### config.mk
export PLATFORM = sky130hd
export DESIGN_NAME = pitch_to_midi_note_events_top
export DESIGN_NICKNAME = d
export VERILOG_FILES = /design/src/rtl/pmne_pkg.sv /design/src/rtl/pitch_to_midi_note_events_top.sv /design/src/rtl/pmne_note_unit.sv
export SDC_FILE = /design/constraint.sdc
export NUM_CORES = 2
export LEC_CHECK = 0
export ABC_AREA = 1
export BUFFER_PORTS_ARGS = -buffer_cell sky130_fd_sc_hd__buf_2
export CORE_ASPECT_RATIO = 0.75
export CORE_MARGIN = 3
export CORE_UTILIZATION = 45
export CTS_BUF_LIST = sky130_fd_sc_hd__clkbuf_4 sky130_fd_sc_hd__clkbuf_8
export CTS_CLUSTER_DIAMETER = 40
export DETAILED_ROUTE_END_ITERATION = 10
export MAX_ROUTING_LAYER = met4
export PLACE_DENSITY_LB_ADDON = 0.25
export SLEW_MARGIN = 20
export SYNTH_ARGS = -nofsm -noshare
export SYNTH_HDL_FRONTEND = slang
export SYNTH_SLANG_ARGS = --single-unit
### constraint.sdc
create_clock -name clock -period 7.8 [get_ports clock]
set_clock_uncertainty 0.05 [all_clocks]
set_input_delay 0.78 -clock clock [delete_from_list [all_inputs] [get_ports clock]]
set_output_delay 0.78 -clock clock [all_outputs]
set_load 0.005 [all_outputs]
### src/rtl/pmne_pkg.sv
// Shared types and constants for the pitch to note event block.
`timescale 1ns / 1ps

package pmne_pkg;

   localparam int NOTE_W = 27;                  // signed note value width
   localparam logic [25:0] NOTE_OFS = 26'd2858924; // 197*65536 - 12*log2(7040) in Q.16
   localparam logic [19:0] ATTACK_MAX = 20'hFFFFF;

   localparam logic [1:0] EV_NOTE_ON  = 2'd0;
   localparam logic [1:0] EV_NOTE_OFF = 2'd1;
   localparam logic [1:0] EV_BEND     = 2'd2;

   localparam logic [13:0] BEND_CENTER = 14'd8192;
   localparam logic [13:0] BEND_MAX    = 14'd8191;

   localparam logic REG_DEBOUNCE = 1'b0;
   localparam logic REG_BEND_RANGE = 1'b1;

   typedef enum logic [1:0] {
      MODE_SILENCE = 2'd0,
      MODE_ATTACK  = 2'd1,
      MODE_SUSTAIN = 2'd2,
      MODE_RELEASE = 2'd3
   } mode_type;

   typedef enum logic [2:0] {
      ST_IDLE,
      ST_LOGF,
      ST_LOGS,
      ST_EVAL,
      ST_DIV,
      ST_EMIT
   } seq_state_type;

   typedef struct packed {
      logic        gate_open;
      logic [17:0] pitch_freq;
      logic [10:0] velocity_level;
      logic [15:0] block_samples;
   } req_word_type;

   typedef struct packed {
      logic [1:0]  event_kind;
      logic [6:0]  note_number;
      logic [6:0]  note_velocity;
      logic [13:0] bend_value;
      logic        last_event;
   } rsp_word_type;

endpackage

### src/rtl/pitch_to_midi_note_events_top.sv
// Top level: pitch to note event sequencer with shared log2 unit and divider.
`timescale 1ns / 1ps
//
// Takes one word per audio block on req_ (gate, pitch in 1/16 Hz, level,
// sample count) and returns zero to three event words on rsp_. The last
// word of a block carries last_event. A block that causes no event gives
// no rsp_ word.
// req_stall is low only while the sequencer is idle; a word is taken when
// req_valid is high and req_stall low. Silence and release use neither the
// log2 unit nor the divider; the log2 unit is used once per pitch in sustain
// and up to twice in attack, and a pitch bend adds a restoring division.
// Results leave through one output register; while rsp_stall is high the
// sequencer holds the pending events and the output word stays put. The
// last word of a block may still wait while the next req_ word is taken.
// csr_ writes (index 0 debounce samples, 1 bend range) are always ready and
// are meant to be issued while the block is idle.
// Reset (synchronous, high) returns to silence, no note playing, debounce
// 480 and bend range 2.
//
module pitch_to_midi_note_events_top
   import pmne_pkg::*;
#(
   parameter int NOTE_FRAC_BITS = 8
) (
   input  logic         clock,
   input  logic         reset,
   input  logic         req_valid,
   output logic         req_stall,
   input  req_word_type req_word,
   output logic         rsp_valid,
   input  logic         rsp_stall,
   output rsp_word_type rsp_word,
   input  logic         csr_valid,
   output logic         csr_ready,
   input  logic         csr_index,
   input  logic [15:0]  csr_wdata
);

   localparam int DW = NOTE_FRAC_BITS + 19;   // divider width
   localparam int MW = NOTE_FRAC_BITS + 1;    // bend drift magnitude width

   seq_state_type state_ff, state_in;
   mode_type      mode_ff, mode_in;
   logic [19:0]   attack_count_ff, attack_count_in;
   logic [17:0]   stable_freq_ff, stable_freq_in;
   logic [6:0]    playing_note_ff, playing_note_in;
   logic          note_active_ff, note_active_in;
   logic [15:0]   debounce_ff;
   logic [5:0]    bend_range_ff;
   logic [17:0]   freq_ff, freq_in;
   logic [10:0]   level_ff, level_in;
   logic signed [NOTE_W-1:0] nf_ff, nf_in;
   logic signed [NOTE_W-1:0] ns_ff, ns_in;
   logic [DW-1:0] rem_ff, rem_in;
   logic [DW-1:0] dsh_ff, dsh_in;
   logic [13:0]   quo_ff, quo_in;
   logic          neg_ff, neg_in;
   logic [3:0]    step_ff, step_in;
   rsp_word_type  ev_ff [3];
   rsp_word_type  ev_in [3];
   logic [1:0]    ev_cnt_ff, ev_cnt_in;
   logic [1:0]    ev_idx_ff, ev_idx_in;
   logic          rsp_valid_ff, rsp_valid_in;
   rsp_word_type  rsp_word_ff, rsp_word_in;

   logic                     nu_run;
   logic [17:0]              nu_freq;
   logic                     nu_done;
   logic signed [NOTE_W-1:0] nu_note;

   pmne_note_unit #(
      .NOTE_FRAC_BITS(NOTE_FRAC_BITS)
   ) u_note (
      .clock(clock),
      .reset(reset),
      .run  (nu_run),
      .freq (nu_freq),
      .done (nu_done),
      .note (nu_note)
   );

   function automatic rsp_word_type make_ev(logic [1:0] kind, logic [6:0] nn,
                                            logic [6:0] vel, logic [13:0] bend);
      rsp_word_type e;
      e.event_kind    = kind;
      e.note_number   = nn;
      e.note_velocity = vel;
      e.bend_value    = bend;
      e.last_event    = 1'b0;
      return e;
   endfunction

   function automatic logic [6:0] round_note(logic signed [NOTE_W-1:0] n);
      logic signed [NOTE_W:0] w;
      logic signed [NOTE_W:0] r;
      w = $signed({n[NOTE_W-1], n}) + $signed((NOTE_W + 1)'(128 << NOTE_FRAC_BITS))
          + $signed((NOTE_W + 1)'(1 << (NOTE_FRAC_BITS - 1)));
      r = (w >>> NOTE_FRAC_BITS) - $signed((NOTE_W + 1)'(128));
      if (r < 0) begin
         return 7'd0;
      end else if (r > $signed((NOTE_W + 1)'(127))) begin
         return 7'd127;
      end
      return r[6:0];
   endfunction

   function automatic logic [6:0] velocity_of(logic [10:0] lvl);
      logic [17:0] t;
      t = (18'(lvl) << 7) - 18'(lvl);
      if (t[17:10] == 8'd0) begin
         return 7'd1;
      end else if (t[17:10] > 8'd127) begin
         return 7'd127;
      end
      return t[16:10];
   endfunction

   // drift and bend offsets
   logic signed [NOTE_W:0] pn_fx;
   logic signed [NOTE_W:0] diff_as;     // attack: freq vs stable
   logic signed [NOTE_W:0] diff_sp;     // sustain: freq vs playing note
   logic [NOTE_W:0]        abs_as;
   logic [NOTE_W:0]        abs_sp;
   logic [NOTE_W:0]        one_semi;

   assign pn_fx    = $signed((NOTE_W + 1)'(playing_note_ff) << NOTE_FRAC_BITS);
   assign diff_as  = $signed({nf_ff[NOTE_W-1], nf_ff}) - $signed({ns_ff[NOTE_W-1], ns_ff});
   assign diff_sp  = $signed({nf_ff[NOTE_W-1], nf_ff}) - pn_fx;
   assign abs_as   = diff_as < 0 ? (NOTE_W + 1)'(-diff_as) : (NOTE_W + 1)'(diff_as);
   assign abs_sp   = diff_sp < 0 ? (NOTE_W + 1)'(-diff_sp) : (NOTE_W + 1)'(diff_sp);
   assign one_semi = (NOTE_W + 1)'(1 << NOTE_FRAC_BITS);

   always_comb begin
      mode_type    m1;
      logic [19:0] ac1;
      logic [17:0] sf1;
      logic [20:0] ac_sum;
      logic        drift;
      logic [19:0] ac2;
      logic [6:0]  rn;
      logic [MW-1:0] mag;
      logic [5:0]  r_eff;
      logic        ge;
      logic [13:0] q;

      state_in        = state_ff;
      mode_in         = mode_ff;
      attack_count_in = attack_count_ff;
      stable_freq_in  = stable_freq_ff;
      playing_note_in = playing_note_ff;
      note_active_in  = note_active_ff;
      freq_in         = freq_ff;
      level_in        = level_ff;
      nf_in           = nf_ff;
      ns_in           = ns_ff;
      rem_in          = rem_ff;
      dsh_in          = dsh_ff;
      quo_in          = quo_ff;
      neg_in          = neg_ff;
      step_in         = step_ff;
      ev_in           = ev_ff;
      ev_cnt_in       = ev_cnt_ff;
      ev_idx_in       = ev_idx_ff;
      rsp_valid_in    = rsp_valid_ff && rsp_stall;
      rsp_word_in     = rsp_word_ff;
      nu_run          = 1'b0;
      nu_freq         = freq_ff;
      m1     = mode_ff;
      ac1    = attack_count_ff;
      sf1    = stable_freq_ff;
      ac_sum = 21'd0;
      drift  = 1'b0;
      ac2    = attack_count_ff;
      rn     = 7'd0;
      mag    = abs_sp[MW-1:0];
      r_eff  = (bend_range_ff == 6'd0) ? 6'd1 : bend_range_ff;
      ge     = ({1'b0, rem_ff} >= {1'b0, dsh_ff});
      q      = {quo_ff[12:0], ge};

      case (state_ff)
         ST_IDLE: begin
            if (req_valid) begin
               freq_in   = req_word.pitch_freq;
               level_in  = req_word.velocity_level;
               ev_cnt_in = 2'd0;
               ev_idx_in = 2'd0;
               if (!req_word.gate_open) begin
                  if (mode_ff == MODE_ATTACK || mode_ff == MODE_SUSTAIN) begin
                     m1 = MODE_RELEASE;
                  end
               end else if (mode_ff == MODE_SILENCE || mode_ff == MODE_RELEASE) begin
                  m1  = MODE_ATTACK;
                  ac1 = 20'd0;
                  sf1 = req_word.pitch_freq;
               end
               mode_in        = m1;
               stable_freq_in = sf1;
               state_in       = ST_EMIT;
               case (m1)
                  MODE_ATTACK: begin
                     ac_sum = {1'b0, ac1} + 21'(req_word.block_samples);
                     attack_count_in = ac_sum[20] ? ATTACK_MAX : ac_sum[19:0];
                     if (req_word.pitch_freq != 18'd0) begin
                        state_in = ST_LOGF;
                     end
                  end
                  MODE_SUSTAIN: begin
                     if (req_word.pitch_freq != 18'd0) begin
                        state_in = ST_LOGF;
                     end
                  end
                  MODE_RELEASE: begin
                     mode_in = MODE_SILENCE;
                     if (note_active_ff) begin
                        ev_in[0] = make_ev(EV_NOTE_OFF, playing_note_ff, 7'd0, BEND_CENTER);
                        ev_in[1] = make_ev(EV_BEND, 7'd0, 7'd0, BEND_CENTER);
                        ev_cnt_in       = 2'd2;
                        note_active_in  = 1'b0;
                        playing_note_in = 7'd0;
                     end
                  end
                  default: begin
                  end
               endcase
            end
         end
         ST_LOGF: begin
            nu_run  = 1'b1;
            nu_freq = freq_ff;
            if (nu_done) begin
               nf_in = nu_note;
               if (mode_ff == MODE_ATTACK && stable_freq_ff != 18'd0) begin
                  state_in = ST_LOGS;
               end else begin
                  state_in = ST_EVAL;
               end
            end
         end
         ST_LOGS: begin
            nu_run  = 1'b1;
            nu_freq = stable_freq_ff;
            if (nu_done) begin
               ns_in    = nu_note;
               state_in = ST_EVAL;
            end
         end
         ST_EVAL: begin
            state_in = ST_EMIT;
            if (mode_ff == MODE_ATTACK) begin
               drift = (stable_freq_ff == 18'd0) || (abs_as > one_semi);
               ac2   = drift ? 20'd0 : attack_count_ff;
               if (drift) begin
                  stable_freq_in  = freq_ff;
                  attack_count_in = 20'd0;
               end
               if (ac2 >= 20'(debounce_ff)) begin
                  rn              = round_note(drift ? nf_ff : ns_ff);
                  mode_in         = MODE_SUSTAIN;
                  playing_note_in = rn;
                  note_active_in  = 1'b1;
                  ev_in[0]  = make_ev(EV_NOTE_ON, rn, velocity_of(level_ff), BEND_CENTER);
                  ev_cnt_in = 2'd1;
               end
            end else if (mode_ff == MODE_SUSTAIN) begin
               if (abs_sp > one_semi) begin
                  rn = round_note(nf_ff);
                  ev_in[0] = make_ev(EV_NOTE_OFF, playing_note_ff, 7'd0, BEND_CENTER);
                  ev_in[1] = make_ev(EV_NOTE_ON, rn, velocity_of(level_ff), BEND_CENTER);
                  ev_in[2] = make_ev(EV_BEND, 7'd0, 7'd0, BEND_CENTER);
                  ev_cnt_in       = 2'd3;
                  playing_note_in = rn;
                  note_active_in  = 1'b1;
               end else begin
                  // |drift| * 8191 / (range << frac), one quotient bit a cycle
                  rem_in   = (DW'(mag) << 13) - DW'(mag);
                  dsh_in   = DW'(r_eff) << (NOTE_FRAC_BITS + 13);
                  neg_in   = diff_sp < 0;
                  quo_in   = 14'd0;
                  step_in  = 4'd0;
                  state_in = ST_DIV;
               end
            end
         end
         ST_DIV: begin
            rem_in  = ge ? rem_ff - dsh_ff : rem_ff;
            dsh_in  = dsh_ff >> 1;
            quo_in  = q;
            step_in = step_ff + 4'd1;
            if (step_ff == 4'd13) begin
               if (q > BEND_MAX) begin
                  q = BEND_MAX;
               end
               ev_in[0]  = make_ev(EV_BEND, 7'd0, 7'd0,
                                   neg_ff ? BEND_CENTER - q : BEND_CENTER + q);
               ev_cnt_in = 2'd1;
               state_in  = ST_EMIT;
            end
         end
         ST_EMIT: begin
            if (ev_idx_ff == ev_cnt_ff) begin
               state_in = ST_IDLE;
            end else if (!rsp_valid_ff || !rsp_stall) begin
               rsp_word_in            = ev_ff[ev_idx_ff];
               rsp_word_in.last_event = (ev_idx_ff == ev_cnt_ff - 2'd1);
               rsp_valid_in           = 1'b1;
               ev_idx_in              = ev_idx_ff + 2'd1;
            end
         end
         default: begin
            state_in = ST_IDLE;
         end
      endcase
   end

   always_ff @(posedge clock) begin
      if (reset) begin
         state_ff        <= ST_IDLE;
         mode_ff         <= MODE_SILENCE;
         attack_count_ff <= 20'd0;
         stable_freq_ff  <= 18'd0;
         playing_note_ff <= 7'd0;
         note_active_ff  <= 1'b0;
         ev_cnt_ff       <= 2'd0;
         ev_idx_ff       <= 2'd0;
         rsp_valid_ff    <= 1'b0;
      end else begin
         state_ff        <= state_in;
         mode_ff         <= mode_in;
         attack_count_ff <= attack_count_in;
         stable_freq_ff  <= stable_freq_in;
         playing_note_ff <= playing_note_in;
         note_active_ff  <= note_active_in;
         ev_cnt_ff       <= ev_cnt_in;
         ev_idx_ff       <= ev_idx_in;
         rsp_valid_ff    <= rsp_valid_in;
      end
      freq_ff     <= freq_in;
      level_ff    <= level_in;
      nf_ff       <= nf_in;
      ns_ff       <= ns_in;
      rem_ff      <= rem_in;
      dsh_ff      <= dsh_in;
      quo_ff      <= quo_in;
      neg_ff      <= neg_in;
      step_ff     <= step_in;
      ev_ff       <= ev_in;
      rsp_word_ff <= rsp_word_in;
   end

   always_ff @(posedge clock) begin
      if (reset) begin
         debounce_ff   <= 16'd480;
         bend_range_ff <= 6'd2;
      end else if (csr_valid && csr_ready) begin
         case (csr_index)
            REG_DEBOUNCE:   debounce_ff   <= csr_wdata;
            REG_BEND_RANGE: bend_range_ff <= csr_wdata[5:0];
            default: begin
            end
         endcase
      end
   end

   assign req_stall = (state_ff != ST_IDLE);
   assign csr_ready = 1'b1;
   assign rsp_valid = rsp_valid_ff;
   assign rsp_word  = rsp_word_ff;

   // no note sounding means the playing note is cleared
   a_note_clear: assert property (@(posedge clock) disable iff (reset)
      !note_active_ff |-> (playing_note_ff == 7'd0))
      else $error("playing note set without an active note");

   // release is resolved within the block that enters it
   a_release_short: assert property (@(posedge clock) disable iff (reset)
      (state_ff == ST_IDLE) |-> (mode_ff != MODE_RELEASE))
      else $error("release mode persisted past its block");

   // the divider only runs for a bend in sustain
   a_div_sustain: assert property (@(posedge clock) disable iff (reset)
      (state_ff == ST_DIV) |-> (mode_ff == MODE_SUSTAIN && note_active_ff))
      else $error("divider running outside sustain");

endmodule

### src/rtl/pmne_note_unit.sv
// Iterative log2 by repeated squaring, giving the fixed-point note value.
`timescale 1ns / 1ps

module pmne_note_unit
   import pmne_pkg::*;
#(
   parameter int NOTE_FRAC_BITS = 8
) (
   input  logic                     clock,
   input  logic                     reset,
   input  logic                     run,
   input  logic [17:0]              freq,
   output logic                     done,
   output logic signed [NOTE_W-1:0] note
);

   localparam int SH = 16 - NOTE_FRAC_BITS;

   logic        busy_ff, busy_in;
   logic [4:0]  step_ff, step_in;
   logic [4:0]  exp_ff, exp_in;
   logic [15:0] frac_ff, frac_in;
   logic [30:0] x_ff, x_in;

   logic [4:0]  lead;
   logic [63:0] sq;
   logic [31:0] sq_sh;
   logic [20:0] lg;
   logic [25:0] u;
   logic [25:0] w;

   always_comb begin
      lead = 5'd0;
      for (int i = 0; i < 18; i++) begin
         if (freq[i]) begin
            lead = 5'(i);
         end
      end
   end

   assign sq    = 64'(x_ff) * 64'(x_ff);
   assign sq_sh = sq[61:30];

   assign lg   = {exp_ff, frac_ff};
   assign u    = (26'(lg) << 3) + (26'(lg) << 2) + NOTE_OFS;
   assign w    = (u + 26'(1 << (SH - 1))) >> SH;
   assign note = $signed(NOTE_W'(w)) - $signed(NOTE_W'(128 << NOTE_FRAC_BITS));
   assign done = busy_ff && (step_ff == 5'd16);

   always_comb begin
      busy_in = busy_ff;
      step_in = step_ff;
      exp_in  = exp_ff;
      frac_in = frac_ff;
      x_in    = x_ff;
      if (!busy_ff) begin
         if (run) begin
            busy_in = 1'b1;
            step_in = 5'd0;
            exp_in  = lead;
            frac_in = 16'd0;
            x_in    = 31'(freq) << (5'd30 - lead);
         end
      end else if (step_ff == 5'd16) begin
         busy_in = 1'b0;
      end else begin
         step_in = step_ff + 5'd1;
         frac_in = {frac_ff[14:0], sq_sh[31]};
         x_in    = sq_sh[31] ? sq_sh[31:1] : sq_sh[30:0];
      end
   end

   always_ff @(posedge clock) begin
      if (reset) begin
         busy_ff <= 1'b0;
         step_ff <= 5'd0;
      end else begin
         busy_ff <= busy_in;
         step_ff <= step_in;
      end
      exp_ff  <= exp_in;
      frac_ff <= frac_in;
      x_ff    <= x_in;
   end

endmodule

==> reports/results.tsv <==
stage	metric	value	unit
outcome	status	finished with violations	
outcome	failed_checks	negative setup slack	
placement	place_congestion	0.9436	
job	maxCapViolations	0	
clock_tree	cts_tree	done	
clock_tree	hold_buffers	0	
setup_path	reg2reg_slack	-0.27	ns
global_routing	grt_pass1_wl	222600	um
synth	yosys.area.top_type	fa_1	
drt	route.detailed.drc	0	
setup_path	critPathSlowestCell	fa_1	
synth	synthArstFlopShare	0	%
finish	fin_area	0.05811	mm^2
timing	maxSlewViolCount	0	
drt	wl_per_cell	17.08	um
clock_tree	clk_pin_slew	0.07	ns
setup_path	worst_setup_path_start_kind	flop	
timing	fin_ws	-0.2724	ns
timing	fmax	0.1239	GHz
setup_path	cp_max_fo	7	
synth	synth-edff-count	267	
global_routing	antenna_found_initial	1	
hold_path	holdPathStages	1	
drt	routed_wl	138000	um
synth	muxShareOfSynthArea	0.05972	%
drt	antenna_left	0	
synth	ys.warnings.count	0	
drt	vias_per_cell	5.048	
die	die_area	0.1158	mm^2
die	die_w	392.0	um
global_routing	grt_pass1_vias	41099	
synth	syn_inst	6163	
drt	drt_iter0_drc	3020	
hold_path	worstHoldEndpoint	level_ff[1]	
timing	setup_viol	32	
die	placementRows	105	
drt	drtPass1Iterations	6	
synth	yosysUniqueCellTypes	64	
timing	max_slew_margin	28.34	%
synth	ys.flop_type	edfxtp_1	
synth	syn-num-nets	7379	
setup_path	critPathBufInv	7	
global_routing	grt_use_total	24.90	%
clock_tree	clock-root-buffer	clkbuf_8	
timing	rsz0062_at_grt	yes	
placement	hpwl	111800	um
synth	synth_top_area_share	30.02	%
die	start_util	45.67	%
die	dieHeight	295.5	um
synth	yosysSeqAreaShare	19.29	%
die	pin_count	102	
timing	hold_violations	0	
synth	synth_area_leaders	fa_1 30%, edfxtp_1 16%, inv_1 12%	
synth	synth_top_family_by_area	adder cells	
setup_path	worst_path_dominant_cell_family	adder cells	
synth	syn_area_per_cell	8.158	um^2
setup_path	crit_type	flop to flop	
setup_path	r2r-end	u_note.x_ff[18]	
timing	post-route-period-util	103.5	%
finish	nets	7799	
global_routing	overflow	0	
setup_path	cp.arrival	8.48	ns
drt	vias	40774	
hold_path	hold_class	input port to flop	
hold_path	worstHoldStart	req_word[17]	
clock_tree	cts_made_buffers	58	
placement	port_buffers	100	
setup_path	rr_worst_depth	32	
setup_path	slowest_delay	0.54	ns
setup_path	end_kind	flop	
synth	synth_xor_area_share	2.578	%
global_routing	grt_max_degree	82	
die	core_area	0.1101	mm^2
synth	yosys.area_share.simple	16.32	%
finish	area_delta_synth_final	15.56	%
setup_path	cp_common_cell	fa_1	
timing	setup_tns	-5.099	ns
placement	postPlaceCellArea	0.05499	mm^2
finish	layout-drive-gt1-share	14.63	%
synth	synth_compound_area_share	8.555	%
setup_path	crit_required	8.20	ns
timing	post-route-min-period	8.072	ns
clock_tree	insertion_delay	0.70	ns
synth	synth_area	0.05028	mm^2
clock_tree	htreeDepth	2	
synth	ys_ff_latch	351	
setup_path	r2r_start	u_note.x_ff[12]	
synth	synth_fa_ha_area_share	39.82	%
clock_tree	clock-sinks	351	
timing	worst_pin_slew	1.068	ns
clock_tree	clk_path_buf_depth	3	
through the flow:
stage	hold WS (ns)	instances	setup slack, ns	utilization (%)
4_1_cts	0.1438	8056	-0.1091	52.30
3_5_place_dp	0.4051	7905	-0.9395	49.94
5_1_grt	0.1516	8077	-0.4796	52.78
2_1_floorplan	0.3853	6163	0.009911	-
3_3_place_gp	0.4017	7905	-0.8707	49.94
6_report	0.2038	8078	-0.2724	52.78
metal layers:
metal	vias to the layer above	share of wire (%)	global-route usage [%]
met3	146	6.9	3.395
met4	0	1.7	4.213
met2	1172	43	36.88
met5	-	0	-
met1	19759	48	36.89
li1	19697	-	-
flip-flops by register name (all words and copies together) (netlist names), 11 cells and up:
signal           flops
stable_freq_ff      18
rem_ff              27
u_note.frac_ff      16
level_ff            11
u_note.x_ff         31
debounce_ff         16
nf_ff               19
ev_ff               45
rsp_word            31
quo_ff              13
attack_count_ff     20
ns_ff               19
freq_ff             18
dsh_ff              27
layout by cell type (no fill, tap or decap), drive strengths merged, types with 3 or more instances in the layout:
cell    count
inv      1586
nand2    1300
fa        754
buf       542
nor2      399
ha        394
a21oi     283
edfxtp    267
o21ai     238
nand3     176
xor2       92
clkbuf     86
dfxtp      84
xnor2      56
o221ai     45
nor3       44
a211oi     43
nand4      39
clkinv     27
nor4       20
a31oi      19
o21a       18
o211ai     17
or2        16
o22ai      13
o21bai     11
a21o       10
o31ai       9
nand3b      6
a21boi      5
mux2i       3
o311ai      3
worst max-delay path by stage:
stage                               start         endpoint  slack (ns)  cells past startpoint
after floorplan           u_note.x_ff[16]  u_note.x_ff[21]        0.01                     34
after global placement    u_note.x_ff[21]  u_note.x_ff[18]       -0.87                     32
after detailed placement  u_note.x_ff[17]  u_note.x_ff[18]       -0.94                     30
after CTS                 u_note.x_ff[13]  u_note.x_ff[26]       -0.11                     35
after global routing       u_note.x_ff[7]  u_note.x_ff[18]       -0.48                     32
final                     u_note.x_ff[12]  u_note.x_ff[18]       -0.27                     32
synthesized netlist by cell type, types with 43 or more instances:
cell type	n
a211oi_1	43
a21oi_1	273
clkbuf_1	154
dfxtp_1	84
edfxtp_1	267
fa_1	754
ha_1	394
inv_1	1566
nand2_1	1278
nand3_1	168
nor2_1	379
nor3_1	44
o21ai_0	216
o221ai_1	45
xnor2_1	56
xor2_1	92
final cells by class:
cell class	instances	area [um^2]
well taps	1444	1807
inverters	1594	5986
clock buffers	86	1046
clock inverters	23	207.7
fillers	10256	51990
multi-input cells	4035	35010
flip-flops and latches	351	9699
diodes	2	5.005
repair buffers	543	4348
logic make-up after synthesis:
group | after synthesis
adders and majority gates | 1148
xor gates and xnor gates | 148
and+or+nand+nor | 2004
AOI/OAI and AO/OA | 731
muxes | 3
other | 1
buffers and inverters | 1777
DFF | 351
repair_timing:
| item | in CTS | in global routing |
|---|---|---|
| cloned | 3 | 0 |
| resized for setup | 220 | 94 |
| endpoints found under the setup margin | 32 | 32 |
| buffers inserted | 43 | 22 |
| pin swaps | 164 | 54 |
Power is left out: the tool's default activity adds up to more than one toggle a clock period on the data nets, which glitch-free logic cannot reach.
